**config.mk**
```make
export PLATFORM = sky130hd
export DESIGN_NAME = occ_front
export DESIGN_NICKNAME = d
export VERILOG_FILES = /design/src/rtl/occ_pkg.sv /design/src/rtl/occ_front.sv
export SDC_FILE = /design/constraint.sdc
export NUM_CORES = 2
export LEC_CHECK = 0
export ABC_AREA = 1
export BUFFER_PORTS_ARGS = -buffer_cell sky130_fd_sc_hd__buf_2
export CAP_MARGIN = 15
export CORE_MARGIN = 2
export CORE_UTILIZATION = 50
export DETAILED_ROUTE_END_ITERATION = 7
export GPL_TIMING_DRIVEN = 0
export PLACE_DENSITY_LB_ADDON = 0.15
export SKIP_CTS_REPAIR_TIMING = 1
export SLEW_MARGIN = 10
export SYNTH_ARGS = -nofsm -noshare
export SYNTH_HDL_FRONTEND = slang
export SYNTH_SLANG_ARGS = --single-unit
```
**constraint.sdc**
```tcl
create_clock -name i_clk -period 15.1 [get_ports i_clk]
set_clock_uncertainty 0.15 [all_clocks]
set_input_delay 0.755 -clock i_clk [delete_from_list [all_inputs] [get_ports i_clk]]
set_output_delay 0.755 -clock i_clk [all_outputs]
set_load 0.02 [all_outputs]
```
**src/rtl/occ_pkg.sv**
```systemverilog
`timescale 1ns / 1ps
`default_nettype none

package occ_pkg;

    // Default sizes handed to the top level.
    localparam int DEF_MAP_CELLS  = 65536;
    localparam int DEF_MAX_RADIUS = 8;

    // Depth of the queue between the front and the back.
    localparam int QDEPTH = 4;

    // Occupancy codes.
    localparam logic [7:0] OBSTACLE_CODE = 8'h64;
    localparam logic [7:0] UNKNOWN_CODE  = 8'hFF;

    // Command codes.
    localparam logic CMD_WRITE = 1'b0;
    localparam logic CMD_QUERY = 1'b1;

    // Register reset values.
    localparam logic [15:0] RST_INV_RES = 16'd1024;
    localparam logic [23:0] RST_ORIGIN  = 24'd0;
    localparam logic [15:0] RST_WIDTH   = 16'd256;
    localparam logic [15:0] RST_HEIGHT  = 16'd256;
    localparam logic [3:0]  RST_RADIUS  = 4'd1;
    localparam logic        RST_UNK     = 1'b1;

    typedef enum logic [2:0] {
        CFG_INV_RES  = 3'd0,
        CFG_ORIGIN_X = 3'd1,
        CFG_ORIGIN_Y = 3'd2,
        CFG_WIDTH    = 3'd3,
        CFG_HEIGHT   = 3'd4,
        CFG_RADIUS   = 3'd5,
        CFG_UNK_FREE = 3'd6
    } t_cfg_reg;

    typedef struct packed {
        logic [15:0]        inv_res;
        logic signed [23:0] origin_x;
        logic signed [23:0] origin_y;
        logic [15:0]        width;
        logic [15:0]        height;
        logic [3:0]         radius;
        logic               unk_free;
    } t_cfg;

    // What the back has to do with one queued word.
    typedef enum logic [1:0] {
        K_WRITE = 2'd0,
        K_NOMAP = 2'd1,
        K_OFF   = 2'd2,
        K_SCAN  = 2'd3
    } t_kind;

    typedef struct packed {
        t_kind       kind;
        logic [15:0] idx;
        logic [7:0]  val;
        logic [15:0] cx;
        logic [15:0] cy;
    } t_qent;

    typedef enum logic [1:0] {
        F_IDLE,
        F_MUL,
        F_ABS,
        F_PUSH
    } t_fst;

    typedef enum logic [2:0] {
        B_IDLE,
        B_MUL,
        B_BACK,
        B_SCAN,
        B_DRAIN,
        B_EMIT
    } t_bst;

endpackage

`default_nettype wire

```
**src/rtl/occ_front.sv**
```systemverilog
`timescale 1ns / 1ps
`default_nettype none

module occ_front (
    input  wire logic                i_clk,
    input  wire logic                i_rst_n,
    input  wire occ_pkg::t_cfg       i_cfg,
    input  wire logic                i_valid,
    output logic                     o_ready,
    input  wire logic                i_cmd,
    input  wire logic [15:0]         i_idx,
    input  wire logic [7:0]          i_val,
    input  wire logic signed [23:0]  i_qx,
    input  wire logic signed [23:0]  i_qy,
    input  wire logic                i_full,
    output logic                     o_push,
    output occ_pkg::t_qent           o_entry
);
    import occ_pkg::*;

    t_fst r_state, n_state;
    logic r_loaded;

    logic               r_cmd;
    logic [15:0]        r_idx;
    logic [7:0]         r_val;
    logic signed [24:0] r_dx, r_dy;
    logic signed [41:0] r_px, r_py;
    logic               r_negx, r_negy;
    logic [25:0]        r_magx, r_magy;

    logic signed [41:0] w_absx, w_absy;
    logic               w_onx, w_ony;
    logic               w_accept;

    assign w_accept = i_valid && o_ready;
    assign w_absx = r_px[41] ? -r_px : r_px;
    assign w_absy = r_py[41] ? -r_py : r_py;

    // A negative cell that truncates to zero is still on the map.
    assign w_onx = (!r_negx || (r_magx == 26'd0)) && (r_magx < {10'd0, i_cfg.width});
    assign w_ony = (!r_negy || (r_magy == 26'd0)) && (r_magy < {10'd0, i_cfg.height});

    always_ff @(posedge i_clk) begin
        if (!i_rst_n) begin
            r_state  <= F_IDLE;
            r_loaded <= 1'b0;
        end else begin
            r_state <= n_state;
            if (o_push && (r_cmd == CMD_WRITE)) begin
                r_loaded <= 1'b1;
            end
        end
    end

    always_comb begin
        n_state = r_state;
        o_ready = 1'b0;
        o_push  = 1'b0;
        case (r_state)
            F_IDLE: begin
                o_ready = 1'b1;
                if (i_valid) begin
                    n_state = (i_cmd == CMD_WRITE) ? F_PUSH : F_MUL;
                end
            end
            F_MUL: n_state = F_ABS;
            F_ABS: n_state = F_PUSH;
            F_PUSH: begin
                o_push = !i_full;
                if (!i_full) begin
                    n_state = F_IDLE;
                end
            end
            default: n_state = F_IDLE;
        endcase
    end

    always_ff @(posedge i_clk) begin
        if (w_accept) begin
            r_cmd <= i_cmd;
            r_idx <= i_idx;
            r_val <= i_val;
            r_dx  <= $signed({i_qx[23], i_qx}) - $signed({i_cfg.origin_x[23], i_cfg.origin_x});
            r_dy  <= $signed({i_qy[23], i_qy}) - $signed({i_cfg.origin_y[23], i_cfg.origin_y});
        end
        if (r_state == F_MUL) begin
            r_px <= r_dx * $signed({1'b0, i_cfg.inv_res});
            r_py <= r_dy * $signed({1'b0, i_cfg.inv_res});
        end
        if (r_state == F_ABS) begin
            r_negx <= r_px[41];
            r_negy <= r_py[41];
            r_magx <= w_absx[41:16];
            r_magy <= w_absy[41:16];
        end
    end

    always_comb begin
        o_entry.idx = r_idx;
        o_entry.val = r_val;
        o_entry.cx  = r_magx[15:0];
        o_entry.cy  = r_magy[15:0];
        if (r_cmd == CMD_WRITE) begin
            o_entry.kind = K_WRITE;
        end else if (!r_loaded) begin
            o_entry.kind = K_NOMAP;
        end else if (w_onx && w_ony) begin
            o_entry.kind = K_SCAN;
        end else begin
            o_entry.kind = K_OFF;
        end
    end

endmodule

`default_nettype wire

```
# ---- After elaboration in Yosys (flattened, before gate mapping)
# Cells that the tools add are included.
dict set report totals {
  ff_bits 216
  input_bits 178
  out_inout_bits 60
  wordCells 54
}
dict set report op_classes {
  n_addsub 4
  mul 2
  n_lt_le_gt_ge 2
  eq_ne 5
  muxes 11
  bitwise_logic 1
  n_reduce_logical 14
}
# cell count
set op_table {}
lappend op_table {{$mul A25 B17 Y42} 2}
lappend op_table {{$neg A42 Y42} 2}
lappend op_table {{$mux W41} 2}
lappend op_table {{$logic_not A26 Y1} 2}
lappend op_table {{$lt A26 B16 Y1} 2}
lappend op_table {{$sub A24 B24 Y25} 2}
lappend op_table {{$mux W2} 5}
lappend op_table {{$pmux W2 S4} 1}
lappend op_table {{$logic_and A1 B1 Y1} 5}
lappend op_table {{$eq A2 B2 Y1 const B} 2}
lappend op_table {{$ne A2 B2 Y1 const B} 2}
lappend op_table {{$logic_not A1 Y1} 3}
lappend op_table {{$mux W1} 3}
lappend op_table {{$eq A2 B1 Y1 const B} 1}
lappend op_table {{$logic_not A2 Y1} 1}
lappend op_table {{$logic_or A1 B1 Y1} 2}
lappend op_table {{$reduce_and A2 Y1} 1}
lappend op_table {{$not A1 Y1} 1}

# ---- Depth between registers and ports, before layout
dict set report depth {
  word_depth 7
  mapped_depth 28
  mapped_depth_nobuf 26
}

# ---- Least setup slack after synthesis
# Ideal clock, no wire load.
dict set report synth_timing {
  kind {input -> register}
  startpoint {input port i_cfg[87] (netlist bit)}
  endpoint {register r_py[41], data pin}
  setup_time_ns 0.254
  arrival_time_ns 5.810
  t_required_ns 14.696
  slack_ns 8.887
  cell_stages 21
  n_path_buf 2
  cell_sequence {clkbuf_1 clkbuf_1 nand2_1 fa_1 fa_1 inv_1 fa_1 fa_1 fa_1 inv_1 fa_1 inv_1 ha_1 a21oi_1 nor2_1 o21ai_0 nand2_1 a21oi_1 nand3_1 nand2_1 nand2_1}
}
dict set report synth_between {
  elab_chain_cells 1
}
# item line
set synth_lines {}
lappend synth_lines {{from (decl)} occ_front.sv:7} ;# input wire occ_pkg::t_cfg i_cfg,
lappend synth_lines {{$mul A25 B17 Y42} occ_front.sv:89} ;# r_py <= r_dy * $signed({1'b0, i_cfg.inv_res});
lappend synth_lines {{to (signal assigned)} occ_front.sv:89}
lappend synth_lines {{to (decl)} occ_front.sv:28} ;# logic signed [41:0] r_px, r_py;
# No other way between the ends.
# A chain may end at the register's enable or synchronous reset.

# ---- Final worst setup path
dict set report layout_timing {
  startpoint {input port i_cfg[87] (netlist bit)}
  endpoint {register r_py[37], data pin}
}
# The elaborated chain is that of the path after synthesis.

==> metrics <==
met2 routed WL 56200 um; CP max stage cell clkbuf_1; GRT overflow 0; hold crit path type primary input to flip-flop; Commonest cells post-synth inv_1 (1645), nand2_1 (1471), fa_1 (784); final setup fails 0; CP Cell Sequence clkbuf_1 > clkbuf_1 > nand2_1 > fa_1 > fa_1 > inv_1 > fa_1 > fa_1 > fa_1 > inv_1 > fa_1 > inv_1 > ha_1 > nand2_1 > nor2_1 > inv_1 > o21ai_0 > a21oi_1 > nand4_1 > nand2_1; CORE AREA 86900 um^2; post-synth top area share between 30% and 40%; CP bufs+invs 6; fin nets 7149; Mapped Nets 6901; CTS tree built; wire length per cell 18.1 um; cell mode on critical path fa_1; max-slew violations 0; DR DRC count 0; Mean Syn Cell Area roughly 8 um^2; largest net degree at the start of global routing 56; clock tree root buffer cell clkbuf_16; register area share after synthesis 14.7%; H-tree depth 1; Post-synth ARST share 0%; I/O pin total 238; Max Freq approximately 130 MHz; WS Path Type primary input to flip-flop; DR vias 35900; IO Port Bufs 216; Placed Instances 7025; period utilisation layout 49.2%; wirelength, routed around 130000 um; global-route wire length before repair 202000 um; clk buf depth 3; Startpoint Class primary input; TritonCTS Sinks 216; Die Footprint roughly 90000 um^2; Worst-Skew Late Latency 0.58 ns; WP data arrival 7.61 ns; final setup margin 7.67 ns; Post-Synthesis Cell Area 44000 um^2; min Tclk post-route 7.43 ns; status completed; CP top delay family adder cells; final setup TNS 0 ns; synth top area cells fa_1 (36%), edfxtp_1 (15%), inv_1 (14%), nand2_1 (13%), ha_1 (8.2%); Hold Fails Final Rpt 0; Mapped Cells 5651; vias in the first global route 36600; RePlAce Congestion 0.992; clock slew at reported path FFs 0.06 ns; via/cell ratio 5.08; starting density of the core 50.6%; max incr delay on CP 0.96 ns; #FFs+latches synth 216; worst slew pin tran between 1 and 1.5 ns; worst endpoint required time 15.28 ns; Synth-to-Final Area Change 7.99%; maximum net fanout on the critical path 10; DP Wirelength 108000 um; max-capacitance violation count 0; All-Layer GR Usage 29.2%; relative max-transition margin 9.03%; drt pass-1 iters 5; number of synthesized flops with an enable pin around 210; yosys synthesis warning count 0; Die Width 301 um; count of different cell masters after synthesis 43; share of layout cells above drive strength 1 5.47%; Main synth FF type edfxtp_1; Post-DRT Antenna Nets 0; # rows 108; DR iter-0 viols 2626; Top Layer Used met5; Synth area leader fa_1; Met3 Routed Length 12800 um; RSZ-0062 raised after global routing false; Metal-1 WL 53400 um; Die Ht approximately 300 um; Post-Layout Cell Count a little over 7000; initial antenna violation count 14; top-count cell post-synth inv_1; Crit. End Element flip-flop; Place WS 7.24 ns; Num CTS Buffers 26
## final timing paths
path | from | endpoint | slack [ns] | cells after the start
worst min-delay path | i_val[0] | r_val[0] | 0.20 | 1
worst max-delay path | i_cfg[87] | r_py[37] | 7.67 | 20
worst min register to register | r_loaded | r_loaded | 0.33 | 2
worst max register to register | r_dx[24] | r_px[39] | 7.98 | 20
## stage by stage
stage	instance area [um^2]	hold WS [ns]	utilization, %
floorplan	44000	0.299	-
global placement	46500	0.319	53.5
detailed placement	46600	0.319	53.6
CTS	47500	0.169	54.6
global route	47500	0.180	54.6
finish	47500	0.201	54.6
## placed cells by master, fill, tap and decap left out, types with 4 or more instances in the layout
cell,netlist,routed
nand2_1,1471,1471
nand3_1,141,141
ha_1,288,286
o21ai_1,6,6
clkbuf_1,200,201
xnor2_1,23,23
buf_4,32,32
nand4_1,52,52
nor2_1,319,319
nand2b_1,5,5
buf_2,0,216
o21ai_0,84,84
o21ai_2,7,7
xor2_1,100,100
nand2_2,4,4
a211oi_1,8,8
clkinv_1,1,7
edfxtp_1,213,213
nor4_1,8,8
nor3_1,31,31
a21boi_0,5,5
nand3_2,4,4
a21o_1,9,9
inv_1,1645,1644
a21oi_1,147,147
clkbuf_16,0,27
o21bai_1,21,21
fa_1,784,784
nand3b_1,12,12
bufinv_16,0,4
## worst reg2reg max path, delay by kind of cell, from the launching register on
kind                       cells  cell delay, ns
buffers and inverters          5            1.23
adders and majority gates      7            3.77
and+or+nand+nor                8            1.40
DFF                            1            0.32
## logic make-up after synthesis
kind of cell	synth area share (%)
flip-flops	14.7
buffers and inverters	16.3
adder cells (fa/ha/maj)	43.9
AO/OA/AOI/OAI	3.89
XOR/XNOR	2.45
AND/OR/NAND/NOR	18.8
## sequential cells by signal (all words and copies together), names as in the netlist
register and flops:
r_py 42, r_val 8, r_state 2, r_px 42
r_dy 25, r_dx 25, r_negy 1, r_magx 26
r_loaded 1, r_magy 26, r_cmd 1, r_idx 16
r_negx 1
## metal layers
layer	global-route usage, %	up-vias
met5	0	-
met4	10.7	22
met3	5.89	281
met2	45.8	1453
met1	40.2	17300
li1	-	16800
## cell type report
class / count / area, um^2
clock inverters: 18 / 199
flip-flops and latches: 216 / 6460
inverters: 1646 / 6180
plain buffers: 232 / 992
fillers: 8446 / 39400
diodes: 2 / 5.00
clock buffers: 29 / 683
well taps: 1155 / 1450
multi-input cells: 3557 / 30300
repair buffers: 220 / 1160
Power is left out: the tool's default activity adds up to more than one toggle a clock period on the data nets, which glitch-free logic cannot reach.
