File: src/rtl/occ_pkg.sv
`timescale 1ns / 1ps
`default_nettype none

package occ_pkg;

    // Default sizes handed to the top level.
    localparam int DEF_MAP_CELLS  = 65536;
    localparam int DEF_MAX_RADIUS = 8;

    // Depth of the queue between the front and the back.
    localparam int QDEPTH = 4;

    // Occupancy codes.
    localparam logic [7:0] OBSTACLE_CODE = 8'h64;
    localparam logic [7:0] UNKNOWN_CODE  = 8'hFF;

    // Command codes.
    localparam logic CMD_WRITE = 1'b0;
    localparam logic CMD_QUERY = 1'b1;

    // Register reset values.
    localparam logic [15:0] RST_INV_RES = 16'd1024;
    localparam logic [23:0] RST_ORIGIN  = 24'd0;
    localparam logic [15:0] RST_WIDTH   = 16'd256;
    localparam logic [15:0] RST_HEIGHT  = 16'd256;
    localparam logic [3:0]  RST_RADIUS  = 4'd1;
    localparam logic        RST_UNK     = 1'b1;

    typedef enum logic [2:0] {
        CFG_INV_RES  = 3'd0,
        CFG_ORIGIN_X = 3'd1,
        CFG_ORIGIN_Y = 3'd2,
        CFG_WIDTH    = 3'd3,
        CFG_HEIGHT   = 3'd4,
        CFG_RADIUS   = 3'd5,
        CFG_UNK_FREE = 3'd6
    } t_cfg_reg;

    typedef struct packed {
        logic [15:0]        inv_res;
        logic signed [23:0] origin_x;
        logic signed [23:0] origin_y;
        logic [15:0]        width;
        logic [15:0]        height;
        logic [3:0]         radius;
        logic               unk_free;
    } t_cfg;

    // What the back has to do with one queued word.
    typedef enum logic [1:0] {
        K_WRITE = 2'd0,
        K_NOMAP = 2'd1,
        K_OFF   = 2'd2,
        K_SCAN  = 2'd3
    } t_kind;

    typedef struct packed {
        t_kind       kind;
        logic [15:0] idx;
        logic [7:0]  val;
        logic [15:0] cx;
        logic [15:0] cy;
    } t_qent;

    typedef enum logic [1:0] {
        F_IDLE,
        F_MUL,
        F_ABS,
        F_PUSH
    } t_fst;

    typedef enum logic [2:0] {
        B_IDLE,
        B_MUL,
        B_BACK,
        B_SCAN,
        B_DRAIN,
        B_EMIT
    } t_bst;

endpackage

`default_nettype wire

File: src/rtl/occ_fifo.sv
`timescale 1ns / 1ps
`default_nettype none

module occ_fifo (
    input  wire logic           i_clk,
    input  wire logic           i_rst_n,
    input  wire logic           i_push,
    input  wire occ_pkg::t_qent i_data,
    output logic                o_full,
    input  wire logic           i_pop,
    output occ_pkg::t_qent      o_data,
    output logic                o_empty
);
    import occ_pkg::*;

    localparam int QAW = $clog2(QDEPTH);

    t_qent          r_buf [QDEPTH];
    logic [QAW-1:0] r_wptr, r_rptr;
    logic [QAW:0]   r_count;

    assign o_full  = (r_count == (QAW+1)'(QDEPTH));
    assign o_empty = (r_count == '0);
    assign o_data  = r_buf[r_rptr];

    always_ff @(posedge i_clk) begin
        if (!i_rst_n) begin
            r_wptr  <= '0;
            r_rptr  <= '0;
            r_count <= '0;
        end else begin
            if (i_push && !o_full) begin
                r_wptr <= r_wptr + 1'b1;
            end
            if (i_pop && !o_empty) begin
                r_rptr <= r_rptr + 1'b1;
            end
            case ({i_push && !o_full, i_pop && !o_empty})
                2'b10:   r_count <= r_count + 1'b1;
                2'b01:   r_count <= r_count - 1'b1;
                default: r_count <= r_count;
            endcase
        end
    end

    always_ff @(posedge i_clk) begin
        if (i_push && !o_full) begin
            r_buf[r_wptr] <= i_data;
        end
    end

endmodule

`default_nettype wire

File: config.mk
export PLATFORM = sky130hd
export DESIGN_NAME = occ_fifo
export DESIGN_NICKNAME = d
export VERILOG_FILES = /design/src/rtl/occ_pkg.sv /design/src/rtl/occ_fifo.sv
export SDC_FILE = /design/constraint.sdc
export NUM_CORES = 1
export LEC_CHECK = 0
export ABC_AREA = 0
export BUFFER_PORTS_ARGS = -buffer_cell sky130_fd_sc_hd__buf_2
export CAP_MARGIN = 20
export CORE_MARGIN = 2
export CORE_UTILIZATION = 30
export CTS_CLUSTER_SIZE = 30
export DETAILED_ROUTE_END_ITERATION = 8
export PLACE_DENSITY = 0.59
export REMOVE_ABC_BUFFERS = 1
export SKIP_LAST_GASP = 1
export SLEW_MARGIN = 20
export SYNTH_ARGS = -nofsm -noshare
export SYNTH_HDL_FRONTEND = slang
export SYNTH_SLANG_ARGS = --single-unit
File: constraint.sdc
create_clock -name i_clk -period 4.2 [get_ports i_clk]
set_input_delay 0.42 -clock i_clk [delete_from_list [all_inputs] [get_ports i_clk]]
set_output_delay 0.42 -clock i_clk [all_outputs]
set_load 0.02 [all_outputs]
# Word level (Yosys, flattened, before mapping)
# Memories as Yosys holds them, arrays and structs flattened. A register that Yosys moved wholly into a read port is not among the register bits.
# Index checks and enable logic that the tools add are counted.
[totals] regBits=7 ram_bits=232 n_memories=1 word_cells=22 out_inout_bits=60
[memory_table] memory="r_buf" words=4 word_bits=58 rd=1 rd_clocked_by_memory_dff=1 wr=1 line="occ_fifo.sv:18" text="t_qent r_buf [QDEPTH];"
[op_classes] reduce_logical=6 muxes=5 addsub=4 eq_ne=3
[op_table] op="3-bit case mux with 2 select lines" count=1
[op_table] op="2-bit by 1-bit adder with 2-bit output, second input constant" count=2
[op_table] op="2-bit two-way mux" count=2
[op_table] op="3-bit by 1-bit adder with 3-bit output, second input constant" count=1
[op_table] op="3-bit == test, second input constant" count=1
[op_table] op="3-bit logical NOT" count=1
[op_table] op="3-bit by 1-bit subtractor with 3-bit output, second input constant" count=1
[op_table] op="2-bit by 1-bit == test with 1-bit output, second input constant" count=1
[op_table] op="2-bit == test, second input constant" count=1
[op_table] op="1-bit logical AND" count=2
[op_table] op="1-bit logical NOT" count=2
[op_table] op="1-bit two-way mux" count=2
[op_table] op="2-bit nonzero test" count=1

# Longest topological paths before layout
# Gate-level depths: netlist of run 1.
[logic_depth] depth_word=5 ltp_mapped=10 depth_no_buf=9

# Worst setup path before layout of run 1
# Ideal clock, no wire load.
[synth_path] path_type="flip-flop to flip-flop" startpoint="reg r_count[2]" endpoint="mem r_buf[0][0] (netlist bit), enable pin" arrival_time_ns=2.285 synth_period_minus_slack_ns=2.707 n_path_buf=1 path_slack_ns=1.493 stages_incl_launch_ff=5 path_cell_list="dfxtp_1 > nor3b_1 > nor2b_1 > clkbuf_1 > and2_1"
[synth_between] elab_chain_cells=5
[synth_rtl] item="start: declaration" line="occ_fifo.sv:20" text="logic [QAW:0] r_count;"
[synth_rtl] item="start signal: assignment" line="occ_fifo.sv:39" text="2'b10: r_count <= r_count + 1'b1;"
[synth_rtl] item="start signal: assignment" line="occ_fifo.sv:40" text="2'b01: r_count <= r_count - 1'b1;"
[synth_rtl] item="start signal: assignment" line="occ_fifo.sv:41" text="default: r_count <= r_count;"
[synth_rtl] item="3-bit == test" line="occ_fifo.sv:22" text="assign o_full = (r_count == (QAW+1)'(QDEPTH));"
[synth_rtl] item="via o_full" line="occ_fifo.sv:9" text="output logic o_full,"
[synth_rtl] item="1-bit logical NOT" line="occ_fifo.sv:47" text="if (i_push && !o_full) begin"
[synth_rtl] item="1-bit logical AND" line="occ_fifo.sv:47"
[synth_rtl] item="1-bit two-way mux" line="occ_fifo.sv:47"
[synth_rtl] item="1-bit two-way mux (not written as such)" line="occ_fifo.sv:48" text="r_buf[r_wptr] <= i_data;"
[synth_rtl] item="end: declaration" line="occ_fifo.sv:18"
# The timed path passes the listed nets, and every way through them passes these cells.

==> results of run 1 <==
[synth_stat cells (3+ instances only)]
| cell | count | area share |
|---|---|---|
| and2_1 | 6 | 0.0042 |
| buf_1 | 3 | 0.0013 |
| buf_12 | 3 | 0.0068 |
| buf_2 | 3 | 0.0017 |
| buf_4 | 3 | 0.0025 |
| dfxtp_1 | 9 | 0.020 |
| edfxtp_1 | 232 | 0.78 |
| ha_1 | 5 | 0.0070 |
| inv_1 | 6 | 0.0025 |
| mux4_2 | 58 | 0.15 |
| nand2_1 | 7 | 0.0030 |
| o21ai_0 | 5 | 0.0028 |
[worst max-delay path, delay by kind of cell (launching register included)]
kind,cells,cell delay (ns)
buffers and inverters,2,0.54
DFF,1,0.93
muxes,1,0.54
[cells by family after synthesis]
group                    synth area share
flip-flops                          0.805
multiplexers                        0.149
buffers and inverters              0.0170
AND/OR/NAND/NOR                    0.0132
AO/OA/AOI/OAI                     0.00451
adder cells (fa/ha/maj)           0.00930
XOR/XNOR                          0.00197
[routing by layer]
| metal | share of wire | global-route usage | up-vias |
|---|---|---|---|
| li1 | - | - | 1781 |
| met2 | 0.52 | 0.199 | 106 |
| met5 | 0.0015 | 0 | - |
| met1 | 0.40 | 0.129 | 2075 |
| met4 | 0.027 | 0.0327 | 4 |
| met3 | 0.050 | 0.0271 | 26 |
[area by class of cell]
| cell class | instances | area share |
|---|---|---|
| flip-flops and latches | 241 | 0.669 |
| multi-input cells | 95 | 0.149 |
| clock inverters | 11 | 0.00796 |
| inverters | 6 | 0.00211 |
| well taps | 384 | 0.0450 |
| repair buffers | 123 | 0.0581 |
| clock buffers | 36 | 0.0683 |
[stage by stage]
| step | util | hold slack (ns) | setup WS, ns | instances |
|---|---|---|---|---|
| 2_1_floorplan | - | 0.461 | 0.567 | 342 |
| 3_3_place_gp | 0.341 | 0.473 | 1.66 | 849 |
| 3_5_place_dp | 0.341 | 0.491 | 1.63 | 849 |
| 4_1_cts | 0.369 | 0.0773 | 1.07 | 896 |
| 5_1_grt | 0.369 | 0.0947 | 0.995 | 896 |
| 6_report | 0.369 | 0.115 | 1.24 | 896 |
[power groups by stage]
stage	clock network [mW]	logic, mW	registers (mW)
5_1_grt	2.30	1.48	3.15
6_report	2.13	1.37	3.10
2_1_floorplan	0	0.946	3.12
3_5_place_dp	0	1.41	3.17
4_1_cts	2.20	1.41	3.12
3_3_place_gp	0	1.38	3.15
[path summary, 6_finish.rpt]
path,to,depth (start not counted)
worst max-delay path,o_data[8],3
worst min-delay path,r_buf[2][37]$_DFFE_PP_,1
worst max register to register,r_count[2]$_SDFFE_PN0P_,9
worst min register to register,flop,2
[layout by cell type (no fill, tap or decap), types with 2 or more instances in the layout]
cell type,Yosys,layout
buf_4,3,2
nor2b_1,2,2
buf_2,3,121
and2_1,6,2
clkbuf_16,0,27
nand2_1,7,7
ha_1,5,5
clkinv_2,0,4
o21ai_0,5,5
mux2i_1,2,2
edfxtp_1,232,232
clkbuf_8,0,2
dfxtp_4,0,2
clkinv_1,0,3
clkinvlp_4,0,2
and2_4,0,4
dfxtp_1,9,7
or3_1,2,2
inv_1,6,6
clkbuf_1,1,7
a21boi_0,2,2
mux4_2,58,58
[flip-flops by register name (all words and copies together), names as in the netlist, named ones only]
| name | cells |
|---|---|
| r_buf | 232 |
| r_wptr | 2 |
| r_rptr | 2 |
| r_count | 3 |
==> reports/results.txt, run 1 <==
# Post-CTS Setup Buffers - 0
Final hold vios - 0
Setup TNS - 0 ns
Area Growth Syn to Fin - 20.3%
Routed vias - 3992
Port Buf Inserts - 121
Clock Path Buffers - 3
Slew headroom - 0.343
Sequential Area - 7150 um^2
Hpwl dp - 9530 um
Root Driver - clkbuf_16
Number of antenna violations at the first check in global routing - 2
Total GRT Usage - 0.110
Drt first pass iters - 4
Hold Startpoint - i_data[37]
Cells after Synth - 357
Vias per cell - 4.46
# DRC - 0
Maximum vdd ir drop - 0.460 mV
Placed Area - 9870 um^2
Max Fclk - 337 MHz
Synth Area per Inst - 24.9 um^2
CP max-delay cell - dfxtp_4
Gpl congestion - 0.667
Pins Over Slew Limit - 0
H-Tree Depth - 1
Routed WL - 16900 um
FF-to-FF setup slack - 1.89 ns
Distinct cells, synth - 25
Wire length per cell - 18.8 um
Number of synthesized flops with an enable pin - 232
N_diodes - 0
Remaining antenna violation count - 0
Post-synth ARST share - 0
Worst Tran Pin Value - 0.986 ns
CP Cell Sequence - buf_4 -> mux4_2 -> buf_2
Die width - 176 um
First-pass GRT wire length - 25900 um
Ys Warns - 0
Seq/Total Area, Yosys - 0.805
Skew-Pair Late Insertion Delay - 0.51 ns
Core box area - 28900 um^2
Die area - 31000 um^2
Starting Density - 0.307
Outcome - complete, no violations
CTS resizes - 0
Hold/Removal Path Class - input pin to flop
R2r startpoint - r_count[2]$_SDFFE_PN0P_
Switching pwr - 1.81 mW
Sw Share - 0.275
Critical path's largest stage delay - 0.93 ns
Crit Path Category - flop to output pin
Grt total ovfl - 0
Synthesized cell area - 8880 um^2
Max_cap viols - 0
Nets - 561
Clk sinks - 241
Fillers - 2668
Flop pwr share - 0.470
Crit path max fanout - 42
Period Utilization, post-route - 0.706
Clk pwr share - 0.322
TritonCTS Buffers - 26
# setup viols final - 0
RSZ-0062 raised after global routing - false
Share of power burned in combinational logic - 0.208
Vias in the first global route - 4519
Hold_buf cts - 0
LEAKAGE - 3.52 nW
DR iter-0 viols - 280
Worst Setup End Kind - output pin
Pwr dens - 618 nW/um^2
Std cell rows - 62
Fin crit period - 2.96 ns
Data arrival, critical path - 2.54 ns
Final instance area - 10700 um^2
Area occupied by multi-input gates - 1590 um^2
Io pins - 122
Largest net degree at the start of global routing - 59
Worst-path clk slew - 0.06 ns
Final Skew - 0.00659 ns
Type of element launching the critical path - flop
FF+latch count, synth - 241
Primary FF master, synth - edfxtp_1
CTS tree - built
Die height - 176 um
Critical path data required time - 3.78 ns
Tot Pwr - 6.60 mW
Internal power - 4.79 mW
Layout cell share with drive strength beyond 1 - 0.439
No activity file was read; power rests on OpenSTA's default activity.
==> inputs of run 2 (changes only) <==
==> constraint.sdc (replaced) <==
create_clock -name i_clk -period 3.1 [get_ports i_clk]
set_input_delay 0.31 -clock i_clk [delete_from_list [all_inputs] [get_ports i_clk]]
set_output_delay 0.31 -clock i_clk [all_outputs]
set_load 0.02 [all_outputs]
==> run 2 against run 1 <==
Non-clock buffer count rose by 50. Critical path depth did not move. Sequential power grew 32%. Die area stayed put. Clock skew barely moved. Wire length grew 1.1%. Critical path type unchanged. Critical endpoint is now o_data[23].
==> reports/results.txt, run 2 (same netlist as run 1, synthesis figures left out) <==
Outcome - complete, no violations (unchanged)
Vias per cell - 4.44 (was 4.46)
Crit path max fanout - 19 (was 42)
Clk sinks - 241 (unchanged)
Io pins - 122 (unchanged)
Routed vias - 4188 (was 3992)
Nets - 610 (was 561)
Max_cap viols - 0 (unchanged)
CTS resizes - 0 (unchanged)
CTS tree - built (unchanged)
Hold/Removal Path Class - input pin to flop (unchanged)
Grt total ovfl - 0 (unchanged)
H-Tree Depth - 1 (unchanged)
Commonest cells after routing, fill and taps aside - edfxtp_1 (232), buf_2 (121), mux4_2 (58), dlygate4sd3_1 (45), clkbuf_16 (25) (was edfxtp_1 (232), buf_2 (121), mux4_2 (58), clkbuf_16 (27))
Core box area - 28900 um^2 (unchanged)
N_diodes - 0 (unchanged)
Fin crit period - 2.54 ns
First-pass GRT wire length - 26100 um (was 25900 um)
# setup viols final - 0 (unchanged)
DR iter-0 viols - 245 (was 280)
LEAKAGE - 3.73 nW (was 3.52 nW)
Clk pwr share - 0.308 (was 0.322)
Port Buf Inserts - 121 (unchanged)
Tot Pwr - 8.88 mW (was 6.60 mW)
Pwr dens - 794 nW/um^2 (was 618 nW/um^2)
Routed WL - 17100 um (was 16900 um)
Final Skew - 0.00647 ns (was 0.00659 ns)
TritonCTS Buffers - 25 (was 26)
Biggest register - r_buf (unchanged)
Setup ws final - 0.560 ns (was 1.24 ns)
Starting Density - 0.307 (unchanged)
FF-to-FF setup slack - 0.88 ns (was 1.89 ns)
Critical path data required time - 2.79 ns (was 3.78 ns)
Wire length per cell - 18.1 um (was 18.8 um)
Std cell rows - 62 (unchanged)
Max reg flops - 232 (unchanged)
Max Fclk - 394 MHz
Post-placement setup slack - 0.852 ns (was 1.63 ns)
Final non-filler cell total - 944 (was 896)
Largest net degree at the start of global routing - 35 (was 59)
Area occupied by multi-input gates - 1590 um^2 (unchanged)
Drt first pass iters - 4 (unchanged)
Final core utilization - 0.387 (was 0.369)
Die height - 176 um (unchanged)
Setup TNS - 0 ns (unchanged)
RSZ-0062 raised after global routing - false (unchanged)
Maximum vdd ir drop - 0.538 mV (was 0.460 mV)
Biggest regs - r_buf (232), r_count (3) (unchanged)
Number of antenna violations at the first check in global routing - 0 (was 2)
# DRC - 0 (unchanged)
Skew-Pair Late Insertion Delay - 0.52 ns (was 0.51 ns)
Sequential Area - 7150 um^2 (unchanged)
Remaining antenna violation count - 0 (unchanged)
Root Driver - clkbuf_16 (unchanged)
Die width - 176 um (unchanged)
# Post-CTS Setup Buffers - 0 (unchanged)
Placed cells - 854 (was 849)
Worst Tran Pin Value - 0.544 ns (was 0.986 ns)
Fillers - 2600 (was 2668)
Most common cell after layout, fill and taps aside - edfxtp_1 (unchanged)
Area Growth Syn to Fin - 26.0% (was 20.3%)
Sw Share - 0.280 (was 0.275)
Clock Path Buffers - 3 (unchanged)
Die area - 31000 um^2 (unchanged)
Crit Path Category - flop to output pin (unchanged)
Worst Setup End Kind - output pin (unchanged)
Vias in the first global route - 4630 (was 4519)
Flop pwr share - 0.461 (was 0.470)
Pins Over Slew Limit - 0 (unchanged)
Total GRT Usage - 0.110 (about the same)
Layout cell share with drive strength beyond 1 - 0.409 (was 0.439)
Worst-path clk slew - 0.06 ns (about the same)
Data arrival, critical path - 2.23 ns (was 2.54 ns)
Hold_buf cts - 44 (was 0)
Share of power burned in combinational logic - 0.231 (was 0.208)
Type of element launching the critical path - flop (unchanged)
Switching pwr - 2.49 mW (was 1.81 mW)
Slew headroom - 0.637 (was 0.343)
Gpl congestion - 0.649 (was 0.667)
Hpwl dp - 10300 um (was 9530 um)
Final hold vios - 0 (unchanged)
Internal power - 6.40 mW (was 4.79 mW)
Period Utilization, post-route - 0.819
-- run 2: cell count changes in the layout (fill, tap and decap cells not counted) --
cell / before / now
clkbuf_1: 7 / 2
clkbuf_16: 27 / 25
buf_4: 2 / 1
dlygate4sd3_1: 0 / 45
clkinv_2: 4 / 5
inv_6: 0 / 1
clkbuf_8: 2 / 0
buf_12: 0 / 6
clkinv_1: 3 / 7
clkinv_4: 1 / 2
-- run 2: worst paths after layout --
kind / start / to / depth (start not counted)
worst min register to register: r_wptr[1]$_SDFFE_PN0P_ / r_wptr[1]$_SDFFE_PN0P_ / 2
worst max register to register: r_count[2]$_SDFFE_PN0P_ / r_count[2]$_SDFFE_PN0P_ / 9
worst max-delay path: flop / o_data[23] / 3
worst min-delay path: i_data[13] / r_buf[2][13]$_DFFE_PP_ / 1
-- run 2: area by class of cell --
cell class,count,area share
flip-flops and latches,241,0.639
multi-input cells,95,0.142
repair buffers,173,0.106
clock buffers,27,0.0566
well taps,384,0.0429
clock inverters,18,0.0110
inverters,6,0.00201
-- run 2: layer usage --
| metal | wire length (um) | vias up | GRT usage |
|---|---|---|---|
| li1 | - | 1873 | - |
| met1 | 7310 | 2175 | 0.141 |
| met2 | 8460 | 113 | 0.190 |
| met3 | 894 | 27 | 0.0250 |
| met4 | 405 | 0 | 0.0296 |
| met5 | 0 | - | 0 |
-- run 2: per-stage QoR --
step / hold WS [ns] / instance area, um^2
floorplan: 0.409 / 8750
global placement: 0.465 / 9980
detailed placement: 0.496 / 9980
CTS: 0.000553 / 11200
global route: 0.00385 / 11200
finish: 0.0179 / 11200
-- run 2: power groups by stage --
stage,Sequential (mW),Combinational [mW],Clock (mW)
2_1_floorplan,4.23,1.28,0
3_3_place_gp,4.15,2.04,0
3_5_place_dp,4.18,2.07,0
4_1_cts,4.11,2.12,2.83
5_1_grt,4.14,2.23,2.95
6_report,4.10,2.05,2.73
-- run 2: worst max-delay path, cell delays in order, from the launching register on --
cell     delay (ns)
dfxtp_4        0.62
buf_4          0.36
mux4_2         0.55
buf_2          0.17
